===== src/rtl/cmw_ram.sv =====
// ----------------------------------------------------------------------------
// Column melt wipe RAM
// Generic single write port, single read port memory with registered read.
// ----------------------------------------------------------------------------
`default_nettype none

module cmw_ram #(
  parameter int WIDTH = 9,
  parameter int DEPTH = 320
) (
  input  wire logic                     clk,
  input  wire logic                     we,
  input  wire logic [$clog2(DEPTH)-1:0] waddr,
  input  wire logic [WIDTH-1:0]         wdata,
  input  wire logic [$clog2(DEPTH)-1:0] raddr,
  output logic      [WIDTH-1:0]         rdata
);

  logic [WIDTH-1:0] mem [DEPTH];

  always_ff @(posedge clk) begin
    if (we) begin
      mem[waddr] <= wdata;
    end
    rdata <= mem[raddr];
  end

endmodule

`default_nettype wire


===== config.mk =====
export PLATFORM = sky130hd
export DESIGN_NAME = cmw_ram
export DESIGN_NICKNAME = d
export VERILOG_FILES = /design/src/rtl/cmw_ram.sv
export SDC_FILE = /design/constraint.sdc
export NUM_CORES = 2
export LEC_CHECK = 0
export ABC_CLOCK_PERIOD_IN_PS = 4400
export BUFFER_PORTS_ARGS = -buffer_cell sky130_fd_sc_hd__buf_4
export CORE_MARGIN = 2
export CORE_UTILIZATION = 40
export DETAILED_ROUTE_END_ITERATION = 7
export MAX_ROUTING_LAYER = met4
export PLACE_DENSITY = 0.53
export REMOVE_ABC_BUFFERS = 1
export SLEW_MARGIN = 30
export SYNTH_ARGS = -nofsm -noshare
export SYNTH_HDL_FRONTEND = slang
export SYNTH_SLANG_ARGS = --single-unit

===== constraint.sdc =====
create_clock -name clk -period 4.4 [get_ports clk]
set_input_delay 0.44 -clock clk [delete_from_list [all_inputs] [get_ports clk]]
set_output_delay 0.44 -clock clk [all_outputs]
set_load 0.05 [all_outputs]

# [Word level (Yosys, flattened, before mapping)]
# Memory sizes are Yosys's and may differ from the RTL's. A register that Yosys moved wholly into a read port is not among the register bits.
# Index checks and enable logic that the tools add are counted.
[word_totals] register_bits=0 latchBits=0 ram_bits=2880 mem_bits_ro=0 inputBits=29 out_inout_bits=9 word_cells=3 memories=1
[classes] add_sub_neg=0 multipliers=0 div=0 n_lt_le_gt_ge=0 n_eq_ne=0 shift=0 muxes=2 n_bitwise=0 n_reduce_logical=0
[memory_table] memory="mem" words=320 word_bits=9 read_ports=1 rd_ports_with_merged_regs=1 write_ports=1 line="19" source="logic [WIDTH-1:0] mem [DEPTH];"
[ops] operator="$mux 1" count=2

# [Logic depth before layout (Yosys ltp)]
[logic_depth] word_depth=2 mapped_depth=14 mapped_depth_nobuf=7

# [Worst setup path after synthesis]
# OpenSTA, ideal clock, no wires.
[synth_timing] path_kind="input -> register" from="input raddr[0]" to="register rdata[0], read port of mem" setup_ns=0.131 t_arrival_ns=2.525 required_ns=4.269 slack_ns=1.744 cell_stages=9 n_path_buf=5 path_cell_list="buf_6 buf_12 buf_6 buf_6 buf_2 mux4_2 mux4_2 a21oi_1 a31oi_1"
[synth_rtl] element="start: declaration" line="15" source="input wire logic [$clog2(DEPTH)-1:0] raddr,"
[synth_rtl] element="end: declaration" line="16" source="output logic [WIDTH-1:0] rdata"

==> results.rst <==
.. list-table::
   :header-rows: 1

   * - Metric
     - Value
   * - Beginning of the worst register-to-register path
     - mem[221][6]$_DFFE_PP_
   * - Clock tree from TritonCTS
     - yes
   * - Number of primary I/O pins
     - 38
   * - Commonest non-fill, non-tap cells in the layout
     - sky130_fd_sc_hd__edfxtp_1, sky130_fd_sc_hd__mux2i_1, sky130_fd_sc_hd__mux4_2, sky130_fd_sc_hd__buf_4, sky130_fd_sc_hd__nor2_1
   * - Worst setup path class
     - input port to register
   * - Full die area
     - 284000 um^2
   * - Global-route wire length before repair
     - 424000 um
   * - Avg Vias per Cell
     - 5.64
   * - IO buf count
     - 37
   * - Share of the synthesized area in compound gates (AO/OA/AOI/OAI)
     - 3.50%
   * - Total power divided by cell area
     - 456 nW/um^2
   * - Max VDD drop
     - 0.321 mV
   * - Worst reg-to-reg path cell count
     - 5
   * - Max-cap violations
     - 0
   * - CTS root buffer
     - sky130_fd_sc_hd__clkbuf_16
   * - Number of antenna violations at the first check in global routing
     - 18
   * - Worst Min Path Start
     - wdata[4]
   * - Maximum fanout encountered on the critical timing path
     - 11
   * - HPWL after detailed placement
     - 182000 um
   * - Post-Route Skew
     - 71.2 ps
   * - Via count of the first global-routing pass
     - 56300
   * - Proportion of synthesized chip area in sequential cells
     - 77.5%
   * - Top cell type by total area after synthesis
     - sky130_fd_sc_hd__edfxtp_1
   * - Average instance area after synthesis
     - 20.6 um^2
   * - Shortest period the worst path allows
     - 3390 ps
   * - Type of destination of the critical path
     - register
   * - Synth unique cells
     - 50
   * - Count of yosys warnings during synthesis
     - 0
   * - Max incr delay on CP
     - 750 ps
   * - Max-slew headroom
     - 26.1%
   * - Nets@finish
     - 5874
   * - Mux cell area share after synthesis
     - 14.5%
   * - Core ar.
     - 279000 um^2
   * - Cells after DPL
     - 9245
   * - Fraction of final layout cells with drive strength greater than 1
     - 22.8%
   * - Area grow syn2layout
     - 14.8%
   * - GRT Total Usage
     - 21.3%
   * - DRC viols
     - 0
   * - Fmax
     - 0.295 GHz
   * - RR Endpoint
     - rdata[6]$_DFF_P_
   * - Fin cells
     - 9809
   * - # rows
     - 194
   * - Synthesized-area fraction occupied by adder cells
     - 0%
   * - Clock insertion delay at the later pin of the skew report
     - 880 ps
   * - Count of state elements after synthesis
     - 2889
   * - Gate Count Post-Synth
     - 5436
   * - Number of cells on the worst hold path
     - 1
   * - Global-route congestion overflow total
     - 0
   * - Longest Clk Path Bufs
     - 4
   * - Total CTS buffers
     - 314
   * - Routed vias
     - 55300
   * - Final setup vio count
     - 0
   * - Critical path launch point type
     - input port
   * - Required time reported for the critical path endpoint
     - 5120 ps
   * - Reg2reg setup slack
     - 1510 ps
   * - Endpoint arrival time on the critical path
     - 4110 ps
   * - Final number of max-transition violations
     - 0
   * - Wirelength per Cell
     - 30.4 um
   * - Ordered cell list for the critical path
     - dlygate4sd3_1 -> buf_4 -> nand2b_1 -> nor4_2 -> buf_4 -> a22o_1 -> a31oi_1 -> nand4_1 -> nor4_2 -> a31oi_1
   * - Pin slew with the least headroom to its limit
     - 1100 ps
   * - Ys async rst share
     - 0%
   * - Fraction of synthesized cell area taken by the top area cell type
     - 77.3%
   * - Die X-Extent
     - 533 um
   * - DP Area
     - 118000 um^2
   * - Number of design-rule violations left by the first detailed-router iteration
     - 5592
   * - Final routed wirelength across all metal layers
     - 298000 um
   * - Accumulated negative setup slack
     - 0 ps
   * - Starting density of the core
     - 40.1%
   * - Static leakage power
     - 41.0 nW
   * - Post-route cell area
     - 128000 um^2
   * - Fin. Hold Viols
     - 0
   * - Number of nets with antenna violations after routing
     - 0
   * - Die Height
     - 533 um
   * - Fraction of synthesized cell area in xor and xnor cells
     - 0%
   * - Hold Crit Endpoint
     - mem[56][4]$_DFFE_PP_
   * - Final Cycle Share
     - 77.1%
   * - Post-placement worst setup slack
     - 358 ps
   * - Reg clk slew, reported paths
     - 60 ps
   * - Worst hold-check path type
     - input port to register
   * - Deepest level of the CTS H-tree
     - 5
   * - Top cells by area, synth
     - sky130_fd_sc_hd__edfxtp_1, sky130_fd_sc_hd__mux4_2, sky130_fd_sc_hd__mux2i_1
   * - Number of clock sinks
     - 2889
   * - Combinational family with the most area after synthesis
     - multiplexers
   * - Routability Congestion
     - 0.824
   * - Filler Cells Inserted
     - 23500
   * - Synthesized-area fraction occupied by and/or/nand/nor cells
     - 2.60%
   * - Worst-case hold slack
     - 66.4 ps
   * - Final WS setup
     - 1010 ps
   * - Unrepaired setup endpoints after global routing
     - no
   * - Maximum number of pins on one net before global-route repair
     - 130
   * - Number of synthesized flops with an enable pin
     - 2880
   * - First-pass detailed-route iteration total
     - 6
   * - Most used flip-flop cell after synthesis
     - sky130_fd_sc_hd__edfxtp_1
   * - Commonest non-fill, non-tap cell in the layout
     - sky130_fd_sc_hd__edfxtp_1
   * - Cell area after synthesis
     - 112000 um^2
   * - Cell with the largest stage delay on the worst path
     - sky130_fd_sc_hd__nor4_2
   * - Outcome
     - completed
worst max path at each step:
stage | from | end | cells past startpoint
5_1_grt | raddr[7] | rdata[5]$_DFF_P_ | 10
2_1_floorplan | raddr[4] | rdata[7]$_DFF_P_ | 6
4_1_cts | raddr[7] | rdata[5]$_DFF_P_ | 10
3_3_place_gp | raddr[0] | rdata[4]$_DFF_P_ | 8
3_5_place_dp | raddr[0] | rdata[6]$_DFF_P_ | 8
6_report | raddr[7] | rdata[5]$_DFF_P_ | 10
sequential cells by signal (all words and copies together), names as in the netlist:
signal	cells
rdata	9
mem	2880
timing repair:
item / 4_1_cts / 5_1_grt
buffers inserted: 0 / 0
hold buffers: 2 / 3
hold endpoints to repair: 22 / 64
gates resized for setup: 0 / 0
cell families after synthesis:
| logic type | after synthesis |
|---|---|
| muxes | 1017 |
| buffers and inverters | 343 |
| and+or+nand+nor | 627 |
| AOI/OAI and AO/OA | 560 |
| DFF | 2889 |
cell type report:
class	instances	area, um^2	share of cell area [%]
Sequential cell	2889	86700	67.5
Tap cell	3724	4660	3.63
Timing Repair Buffer	436	3990	3.10
Clock buffer	389	8310	6.47
Multi-Input combinational cell	2204	23300	18.1
Antenna cell	9	22.5	0.0175
Clock inverter	158	1490	1.16
critical path: cells and delay by family:
kind,cells,cell delay [ps]
and+or+nand+nor,4,1810
buffers and inverters,3,1090
AOI/OAI and AO/OA,3,750
cells in the mapped netlist, drive strengths merged (12+ instances only):
cell and n:
a2111oi 18, a211oi 18, a21oi 37, a221oi 102, a22o 12, a22oi 111
a31oi 18, a41oi 18, buf 182, clkbuf 161, edfxtp 2880, mux2i 531
mux4 486, nand2 59, nand2b 13, nand3 79, nand4 18, nor2 347
nor2b 29, nor4 27, o21ai 126, o221ai 18, o22ai 72
layer usage:
| layer | share of wire, % | track usage, % | wire, um | vias up |
|---|---|---|---|---|
| li1 | - | - | - | 23500 |
| met1 | 44 | 29.8 | 131000 | 29700 |
| met2 | 49 | 33.7 | 145000 | 1618 |
| met3 | 5.1 | 2.63 | 15000 | 418 |
| met4 | 2.4 | 4.65 | 7110 | 0 |
| met5 | 0 | - | 0 | - |
through the flow:
stage | util [%] | power, W
after floorplan | - | 0.0319
after global placement | 42.5 | 0.0337
after global routing | 46.1 | 0.0602
after detailed placement | 42.5 | 0.0337
final | 46.1 | 0.0585
after CTS | 46.0 | 0.0590
power breakdown:
part / internal (W) / switching, W / leakage (nW)
sequential: 0.0303 / 0.0000456 / 26.0
clock: 0.0148 / 0.0106 / 4.79
combinational: 0.000901 / 0.00184 / 10.3
total: 0.0460 / 0.0125 / 41.0
No activity file was read; power rests on OpenSTA's default activity.
